**src/rtl/vpd_pkg.sv**
```systemverilog
// Shared types, codes and constants of the varint packet deframer.
package vpd_pkg;

   localparam int LENGTH_BITS_DEFAULT = 24;
   localparam int CFG_WIDTH           = 24;
   localparam logic [CFG_WIDTH-1:0] MAX_LEN_RESET = 24'd2097151;

   localparam logic [6:0] VAL_MASK   = 7'h7F;
   localparam int         CONT_BIT   = 7;
   localparam logic [2:0] MAX_VARINT = 3'd5;

   localparam int QUEUE_DEPTH = 4;
   localparam int QUEUE_AW    = $clog2(QUEUE_DEPTH);

   localparam int CSR_AW = 3;
   localparam logic CSR_MAX_LEN_IDX = 1'b0;

   localparam logic [1:0] KIND_HEADER  = 2'd0;
   localparam logic [1:0] KIND_PAYLOAD = 2'd1;
   localparam logic [1:0] KIND_ERROR   = 2'd2;

   localparam logic [1:0] CAUSE_NONE      = 2'd0;
   localparam logic [1:0] CAUSE_LEN_LONG  = 2'd1;
   localparam logic [1:0] CAUSE_LEN_RANGE = 2'd2;
   localparam logic [1:0] CAUSE_ID_BAD    = 2'd3;

   typedef enum logic [1:0] {
      PH_LEN,
      PH_ID,
      PH_PAYLOAD,
      PH_ERROR
   } phase_type;

   typedef struct packed {
      logic [1:0]  kind;
      logic [31:0] packet_id;
      logic [7:0]  payload_byte;
      logic        last;
      logic [1:0]  error_cause;
   } result_type;

   typedef struct packed {
      logic empty;
      logic full;
   } queue_status_type;

endpackage

```
**src/rtl/vpd_front.sv**
```systemverilog
// Front end: accepts stream bytes, decodes the varints and classifies each beat.
module vpd_front #(
   parameter int LENGTH_BITS = vpd_pkg::LENGTH_BITS_DEFAULT
) (
   input  logic                            clock,
   input  logic                            reset,
   input  logic                            in_valid,
   input  logic [7:0]                      in_byte,
   output logic                            in_ready,
   input  logic [vpd_pkg::CFG_WIDTH-1:0]   max_len,
   input  vpd_pkg::queue_status_type       q_status,
   output logic                            push,
   output vpd_pkg::result_type             push_data
);
   import vpd_pkg::*;

   phase_type              phase_ff, phase_in;
   logic [31:0]            acc_ff, acc_in;
   logic [2:0]             cnt_ff, cnt_in;
   logic [LENGTH_BITS-1:0] rem_ff, rem_in;
   logic [31:0]            id_ff, id_in;

   logic [5:0]             shamt;
   logic [31:0]            acc_abs;
   logic [2:0]             cnt_inc;
   logic [LENGTH_BITS-1:0] rem_dec;
   logic                   accept;
   logic                   len_bad;

   assign in_ready = !q_status.full;
   assign accept   = in_valid && in_ready;

   // Seven value bits per byte; bits shifted past bit 31 fall away.
   assign shamt   = {cnt_ff, 3'b000} - {3'b000, cnt_ff};
   assign acc_abs = acc_ff | (32'(in_byte & {1'b0, VAL_MASK}) << shamt);
   assign cnt_inc = cnt_ff + 3'd1;
   assign rem_dec = rem_ff - LENGTH_BITS'(1);

   assign len_bad = (acc_abs == 32'd0) || acc_abs[31]
                    || (acc_abs > {{(32-CFG_WIDTH){1'b0}}, max_len})
                    || ((acc_abs >> LENGTH_BITS) != 32'd0);

   always_ff @(posedge clock) begin
      if (reset) begin
         phase_ff <= PH_LEN;
         acc_ff   <= '0;
         cnt_ff   <= '0;
         rem_ff   <= '0;
         id_ff    <= '0;
      end else begin
         phase_ff <= phase_in;
         acc_ff   <= acc_in;
         cnt_ff   <= cnt_in;
         rem_ff   <= rem_in;
         id_ff    <= id_in;
      end
   end

   always_comb begin
      phase_in  = phase_ff;
      acc_in    = acc_ff;
      cnt_in    = cnt_ff;
      rem_in    = rem_ff;
      id_in     = id_ff;
      push      = 1'b0;
      push_data = '0;
      if (accept) begin
         case (phase_ff)
            PH_LEN: begin
               if (in_byte[CONT_BIT]) begin
                  if (cnt_inc >= MAX_VARINT) begin
                     phase_in              = PH_ERROR;
                     acc_in                = '0;
                     cnt_in                = '0;
                     rem_in                = '0;
                     push                  = 1'b1;
                     push_data.kind        = KIND_ERROR;
                     push_data.error_cause = CAUSE_LEN_LONG;
                  end else begin
                     acc_in = acc_abs;
                     cnt_in = cnt_inc;
                  end
               end else if (len_bad) begin
                  phase_in              = PH_ERROR;
                  acc_in                = '0;
                  cnt_in                = '0;
                  rem_in                = '0;
                  push                  = 1'b1;
                  push_data.kind        = KIND_ERROR;
                  push_data.error_cause = CAUSE_LEN_RANGE;
               end else begin
                  rem_in   = acc_abs[LENGTH_BITS-1:0];
                  acc_in   = '0;
                  cnt_in   = '0;
                  phase_in = PH_ID;
               end
            end
            PH_ID: begin
               rem_in = rem_dec;
               if (in_byte[CONT_BIT]) begin
                  if (cnt_inc >= MAX_VARINT || rem_dec == '0) begin
                     phase_in              = PH_ERROR;
                     acc_in                = '0;
                     cnt_in                = '0;
                     rem_in                = '0;
                     push                  = 1'b1;
                     push_data.kind        = KIND_ERROR;
                     push_data.error_cause = CAUSE_ID_BAD;
                  end else begin
                     acc_in = acc_abs;
                     cnt_in = cnt_inc;
                  end
               end else begin
                  id_in               = acc_abs;
                  acc_in              = '0;
                  cnt_in              = '0;
                  phase_in            = (rem_dec == '0) ? PH_LEN : PH_PAYLOAD;
                  push                = 1'b1;
                  push_data.kind      = KIND_HEADER;
                  push_data.packet_id = acc_abs;
                  push_data.last      = (rem_dec == '0);
               end
            end
            PH_PAYLOAD: begin
               rem_in                 = rem_dec;
               phase_in               = (rem_dec == '0) ? PH_LEN : PH_PAYLOAD;
               push                   = 1'b1;
               push_data.kind         = KIND_PAYLOAD;
               push_data.packet_id    = id_ff;
               push_data.payload_byte = in_byte;
               push_data.last         = (rem_dec == '0);
            end
            default: begin
               // After a framing error every beat is swallowed until reset.
               phase_in = PH_ERROR;
            end
         endcase
      end
   end

endmodule

```
**src/rtl/vpd_queue.sv**
```systemverilog
// Short result queue that decouples the decoder from the output stage.
module vpd_queue (
   input  logic                       clock,
   input  logic                       reset,
   input  logic                       push,
   input  vpd_pkg::result_type        push_data,
   input  logic                       pop,
   output vpd_pkg::result_type        head,
   output vpd_pkg::queue_status_type  status
);
   import vpd_pkg::*;

   result_type             slot_ff [QUEUE_DEPTH];
   logic [QUEUE_AW-1:0]    wr_ptr_ff, wr_ptr_in;
   logic [QUEUE_AW-1:0]    rd_ptr_ff, rd_ptr_in;
   logic [QUEUE_AW:0]      count_ff, count_in;

   assign status.empty = (count_ff == '0);
   assign status.full  = (count_ff == (QUEUE_AW+1)'(QUEUE_DEPTH));
   assign head         = slot_ff[rd_ptr_ff];

   always_comb begin
      wr_ptr_in = push ? wr_ptr_ff + QUEUE_AW'(1) : wr_ptr_ff;
      rd_ptr_in = pop  ? rd_ptr_ff + QUEUE_AW'(1) : rd_ptr_ff;
      count_in  = count_ff + (QUEUE_AW+1)'(push) - (QUEUE_AW+1)'(pop);
   end

   always_ff @(posedge clock) begin
      if (reset) begin
         wr_ptr_ff <= '0;
         rd_ptr_ff <= '0;
         count_ff  <= '0;
      end else begin
         wr_ptr_ff <= wr_ptr_in;
         rd_ptr_ff <= rd_ptr_in;
         count_ff  <= count_in;
      end
   end

   always_ff @(posedge clock) begin
      if (push) begin
         slot_ff[wr_ptr_ff] <= push_data;
      end
   end

endmodule

```
**src/rtl/vpd_back.sv**
```systemverilog
// Back end: output register that drains the queue onto the result channel.
module vpd_back (
   input  logic                       clock,
   input  logic                       reset,
   input  vpd_pkg::queue_status_type  q_status,
   input  vpd_pkg::result_type        head,
   output logic                       pop,
   output logic                       out_valid,
   input  logic                       out_ready,
   output vpd_pkg::result_type        out_data
);
   import vpd_pkg::*;

   logic       valid_ff, valid_in;
   result_type data_ff, data_in;

   // The register refills in the same cycle that its beat is taken.
   assign pop       = !q_status.empty && (!valid_ff || out_ready);
   assign valid_in  = pop || (valid_ff && !out_ready);
   assign data_in   = pop ? head : data_ff;
   assign out_valid = valid_ff;
   assign out_data  = data_ff;

   always_ff @(posedge clock) begin
      if (reset) begin
         valid_ff <= 1'b0;
      end else begin
         valid_ff <= valid_in;
      end
   end

   always_ff @(posedge clock) begin
      data_ff <= data_in;
   end

endmodule

```
**src/rtl/varint_packet_deframer_top.sv**
```systemverilog
// A byte that yields a result goes through the result queue and then the output register to rsp_.
// Throughput: one byte per cycle; the decoder stalls only when the 4-entry result queue
// is full, and the output register refills in the cycle its beat is taken.
// Reset: synchronous, active high; decoder returns to awaiting a length, queue and output
// empty, the length limit back to 2097151. A framing error stays in force until reset.
// Top level of the varint packet deframer.
module varint_packet_deframer_top #(
   parameter int LENGTH_BITS = vpd_pkg::LENGTH_BITS_DEFAULT
) (
   input  logic                         clock,
   input  logic                         reset,
   input  logic                         req_valid,
   output logic                         req_ready,
   input  logic [7:0]                   req_stream_byte,
   output logic                         rsp_valid,
   input  logic                         rsp_ready,
   output logic [1:0]                   rsp_kind,
   output logic signed [31:0]           rsp_packet_id,
   output logic [7:0]                   rsp_payload_byte,
   output logic                         rsp_last,
   output logic [1:0]                   rsp_error_cause,
   input  logic                         csr_psel,
   input  logic                         csr_penable,
   input  logic                         csr_pwrite,
   input  logic [vpd_pkg::CSR_AW-1:0]   csr_paddr,
   input  logic [31:0]                  csr_pwdata,
   output logic [31:0]                  csr_prdata,
   output logic                         csr_pready
);
   import vpd_pkg::*;

   logic [CFG_WIDTH-1:0] max_len_ff, max_len_in;
   logic                 csr_write;
   logic                 csr_hit;

   logic                 push;
   logic                 pop;
   result_type           push_data;
   result_type           head;
   result_type           out_data;
   queue_status_type     q_status;

   assign csr_pready = 1'b1;
   assign csr_hit    = (csr_paddr[CSR_AW-1] == CSR_MAX_LEN_IDX);
   assign csr_write  = csr_psel && csr_penable && csr_pwrite && csr_pready;
   assign max_len_in = (csr_write && csr_hit) ? csr_pwdata[CFG_WIDTH-1:0] : max_len_ff;
   assign csr_prdata = csr_hit ? {{(32-CFG_WIDTH){1'b0}}, max_len_ff} : 32'd0;

   always_ff @(posedge clock) begin
      if (reset) begin
         max_len_ff <= MAX_LEN_RESET;
      end else begin
         max_len_ff <= max_len_in;
      end
   end

   vpd_front #(
      .LENGTH_BITS (LENGTH_BITS)
   ) u_front (
      .clock     (clock),
      .reset     (reset),
      .in_valid  (req_valid),
      .in_byte   (req_stream_byte),
      .in_ready  (req_ready),
      .max_len   (max_len_ff),
      .q_status  (q_status),
      .push      (push),
      .push_data (push_data)
   );

   vpd_queue u_queue (
      .clock     (clock),
      .reset     (reset),
      .push      (push),
      .push_data (push_data),
      .pop       (pop),
      .head      (head),
      .status    (q_status)
   );

   vpd_back u_back (
      .clock     (clock),
      .reset     (reset),
      .q_status  (q_status),
      .head      (head),
      .pop       (pop),
      .out_valid (rsp_valid),
      .out_ready (rsp_ready),
      .out_data  (out_data)
   );

   assign rsp_kind         = out_data.kind;
   assign rsp_packet_id    = out_data.packet_id;
   assign rsp_payload_byte = out_data.payload_byte;
   assign rsp_last         = out_data.last;
   assign rsp_error_cause  = out_data.error_cause;

endmodule

```
**config.mk**
```make
export PLATFORM = sky130hd
export DESIGN_NAME = varint_packet_deframer_top
export DESIGN_NICKNAME = d
export VERILOG_FILES = /design/src/rtl/vpd_pkg.sv /design/src/rtl/vpd_front.sv /design/src/rtl/vpd_queue.sv /design/src/rtl/vpd_back.sv /design/src/rtl/varint_packet_deframer_top.sv
export SDC_FILE = /design/constraint.sdc
export NUM_CORES = 1
export LEC_CHECK = 0
export BUFFER_PORTS_ARGS = -buffer_cell sky130_fd_sc_hd__buf_2
export CAP_MARGIN = 20
export CORE_MARGIN = 2
export CORE_UTILIZATION = 65
export DETAILED_ROUTE_END_ITERATION = 8
export GPL_TIMING_DRIVEN = 0
export PLACE_DENSITY = 0.95
export SYNTH_ARGS = -nofsm -noshare
export SYNTH_HDL_FRONTEND = slang
export SYNTH_SLANG_ARGS = --single-unit
```
**constraint.sdc**
```tcl
create_clock -name clock -period 10.7 [get_ports clock]
set_input_delay 1.07 -clock clock [delete_from_list [all_inputs] [get_ports clock]]
set_output_delay 1.07 -clock clock [all_outputs]
set_load 0.005 [all_outputs]
```
==> reports/metrics.yaml <==
clock_network:
  clock_latency_ps: 540
  htree_num_levels: 2
  cts.clk_slew.worst_paths_ps: 60
  postCtsSetupBuffers: 0
  clockRootBuffer: "clkbuf_16"
  cts.repair.resized: 0
  numCtsBuffers: 36
  cts_tree: "done"
  clock-sinks: 350
  cts.path.max_buffers: 3
  cts_hold_buf: 0
floorplanning:
  dieArea_um2: 25460
  die-height_um: 159.6
  start_util: 0.6661
  die_x_um: 159.6
  coreArea_um2: 23610
  floorplan.io_pins: 130
  rows: 56
critical_path:
  cp-start-kind: "flop"
  endpoint_kind: "flop"
  crit_slowest_cell: "mux2i_1"
  required_ps: 10950
  path_max_fanout: 31
  cp_top_family: "buffers and inverters"
  worst_path_largest_cell_delay_ps: 480
  worstPathCellList: "clkbuf_1 -> clkbuf_1 -> inv_1 -> ha_1 -> buf_2 -> mux2i_1 -> nor4_1 -> or2_2 -> clkbuf_1 -> ha_1 -> a21o_1 -> a221o_1 -> a221oi_1 -> o211ai_1 -> nand2_1 -> nand2_1 -> o211ai_2 -> a31oi_4 -> and2_2 -> buf_12"
  worstSetupPathType: "reg2reg"
  critPathMostFrequentCell: "clkbuf_1"
  path_buf_inv: 6
  arrival_ps: 6710
sta:
  final_hold_viol_count: 0
  maxSlewViolCount: 0
  post-route-worst-setup-slack_ps: 4245
  skew_ps: 23.42
  setup-violations-final: 0
  worst_pin_slew_ps: 942.1
  relSlewSlack: 0.3719
  fmax_mhz: 154.9
  finalCriticalPeriod_ps: 6455
  rsz0062_at_grt: "no"
  finalSetupTns_ps: 0
  period_share: 0.6033
  hold_ws_ps: 452.4
cells_and_area:
  final-seq-area_um2: 9259
  final_common_cell: "edfxtp_1"
  layout-drive-gt1-share: 0.1741
  syn2layout_area_growth_pct: 15.05
  utilization: 0.7663
  multi_input_area_um2: 5933
  final_cell_mix: "edfxtp_1, nor2_1, dfxtp_1"
  layout.nets: 1573
  num-fill-cells: 1392
  final_area_um2: 18090
logic_synthesis:
  netlist_area_um2: 15730
  synth-edff-count: 225
  synthTopCellsByArea: "edfxtp_1, dfxtp_1, mux4_2"
  yosys.area.top_type: "edfxtp_1"
  synth_flop_cell: "edfxtp_1"
  ys_seq_area_frac: 0.5887
  async_flop_share: 0
  syn_area_per_cell_um2: 11.89
  yosys.cell_types.count: 76
  synth-seq-cells: 350
  netlist_instances: 1323
  synth_top_area_frac: 0.4296
  ys_warn_count: 0
drt:
  drt-total-wl_um: 45440
  top_layer: "met4"
  ant_nets: 0
  vias: 12220
  avgRoutedWirePerCell_um: 24.82
  wl_met3_um: 4402
  wl_met2_um: 21700
  drc: 0
  wl_met1_um: 16840
  firstDrtPassIters: 8
  vias_per_cell: 6.674
  first_iter_violations: 1867
power:
  leakage_nw: 6.969
  ir_drop_mv: 0.2368
  p_per_area_nw_per_um2: 237.6
global_routing:
  grt_pass1_wl_um: 69760
  first_global_vias: 11730
  grtUsageTotal: 0.3576
  overflow: 0
  antenna_found_initial: 1
  grt_max_degree: 32
place:
  pre_cts_ws_ps: 4488
  portBuffers: 108
  gp_congestion: 0.9890
  placedInstanceArea_um2: 16810
  hpwl_um: 29720
run:
  cap_violations: 0
outcome:
  status: "finished, final reports clean"
worst_hold_path:
  hp-class: "reg2reg"
==> path summary, 6_finish.rpt <==
path / start / end / slack [ps] / depth (start not counted)
worst max-delay path: u_front.cnt_ff[1]$_SDFFE_PP0P_ / u_queue.slot_ff[0][29]$_DFFE_PP_ / 4240 / 20
worst min-delay path: max_len_ff[21]$_SDFFE_PP0P_ / max_len_ff[21]$_SDFFE_PP0P_ / 450 / 2
worst max register to register: u_front.cnt_ff[1]$_SDFFE_PP0P_ / u_queue.slot_ff[0][29]$_DFFE_PP_ / 4240 / 20
worst min register to register: max_len_ff[21]$_SDFFE_PP0P_ / max_len_ff[21]$_SDFFE_PP0P_ / 450 / 2
==> worst reg2reg max path: stages (launching register included) <==
cell and delay [ps]:
dfxtp_1 370, clkbuf_1 310, clkbuf_1 460, inv_1 190
ha_1 460, buf_2 280, mux2i_1 480, nor4_1 120
or2_2 290, clkbuf_1 290, ha_1 410, a21o_1 190
a221o_1 310, a221oi_1 370, o211ai_1 150, nand2_1 130
nand2_1 120, o211ai_2 330, a31oi_4 190, and2_2 420
buf_12 270
==> routing by layer <==
layer | GRT usage | up-vias
met1 | 0.4695 | 5861
li1 | - | 5247
met2 | 0.5852 | 914
met3 | 0.06434 | 199
met5 | 0 | -
met4 | 0.1649 | 0
==> synthesized netlist by cell type, types with 5 or more instances <==
master and instances:
mux2i_1 8, a211o_1 23, and2_1 15, nor4_1 12, a211oi_1 21, xor2_1 13, a31oi_1 7, nor2_1 224
edfxtp_1 225, nor2b_1 8, o21ai_0 18, ha_1 39, nor3_1 57, inv_1 47, nand3_1 10, mux2_2 6
nand2b_1 11, a22oi_1 73, clkbuf_1 71, mux4_2 46, buf_2 9, a221oi_1 6, dfxtp_1 125, a21oi_1 32
a21o_1 31, xnor2_1 7, nand2_1 56, nand4_1 8, buf_1 5, or2_2 7, or3_1 8, buf_4 9
==> report_power, final <==
| group | total [mW] | switching [mW] | internal [mW] |
|---|---|---|---|
| Clock | 1.33 | 0.540 | 0.795 |
| Sequential | 1.75 | 0.0825 | 1.66 |
| Combinational | 1.22 | 0.764 | 0.455 |
==> area by class of cell <==
cell class	instances	area share
clock inverter	15	0.009750
clock buffer	51	0.06043
sequential	350	0.5117
inverter	48	0.009957
tap	319	0.02206
antenna	1	0.0001383
multi-input combinational	838	0.3279
timing repair buffer	115	0.03609
buffer	94	0.02199
==> through the flow <==
step | power [mW] | std cells
6_report | 4.300 | 1831
5_1_grt | 4.451 | 1830
4_1_cts | 4.274 | 1829
3_5_place_dp | 2.932 | 1763
3_3_place_gp | 2.872 | 1757
2_1_floorplan | 2.524 | 1330
==> flip-flops by register name, indices dropped and copies added (netlist names) <==
signal,flops
max_len_ff,24
u_back.out_data,45
u_back.out_valid,1
u_front.acc_ff,32
u_front.cnt_ff,3
u_front.id_ff,32
u_front.phase_ff,2
u_front.rem_ff,24
u_queue.count_ff,3
u_queue.rd_ptr_ff,2
u_queue.slot_ff,180
u_queue.wr_ptr_ff,2
==> logic make-up after synthesis <==
logic type                 synth area share
buffers and inverters               0.03675
adders and majority gates           0.03230
and+or+nand+nor                      0.1309
muxes                               0.07621
DFF                                  0.5887
AOI/OAI and AO/OA                    0.1235
xor gates and xnor gates            0.01114
other                             0.0004775
Note: power is estimated with default switching activity, not from simulation.
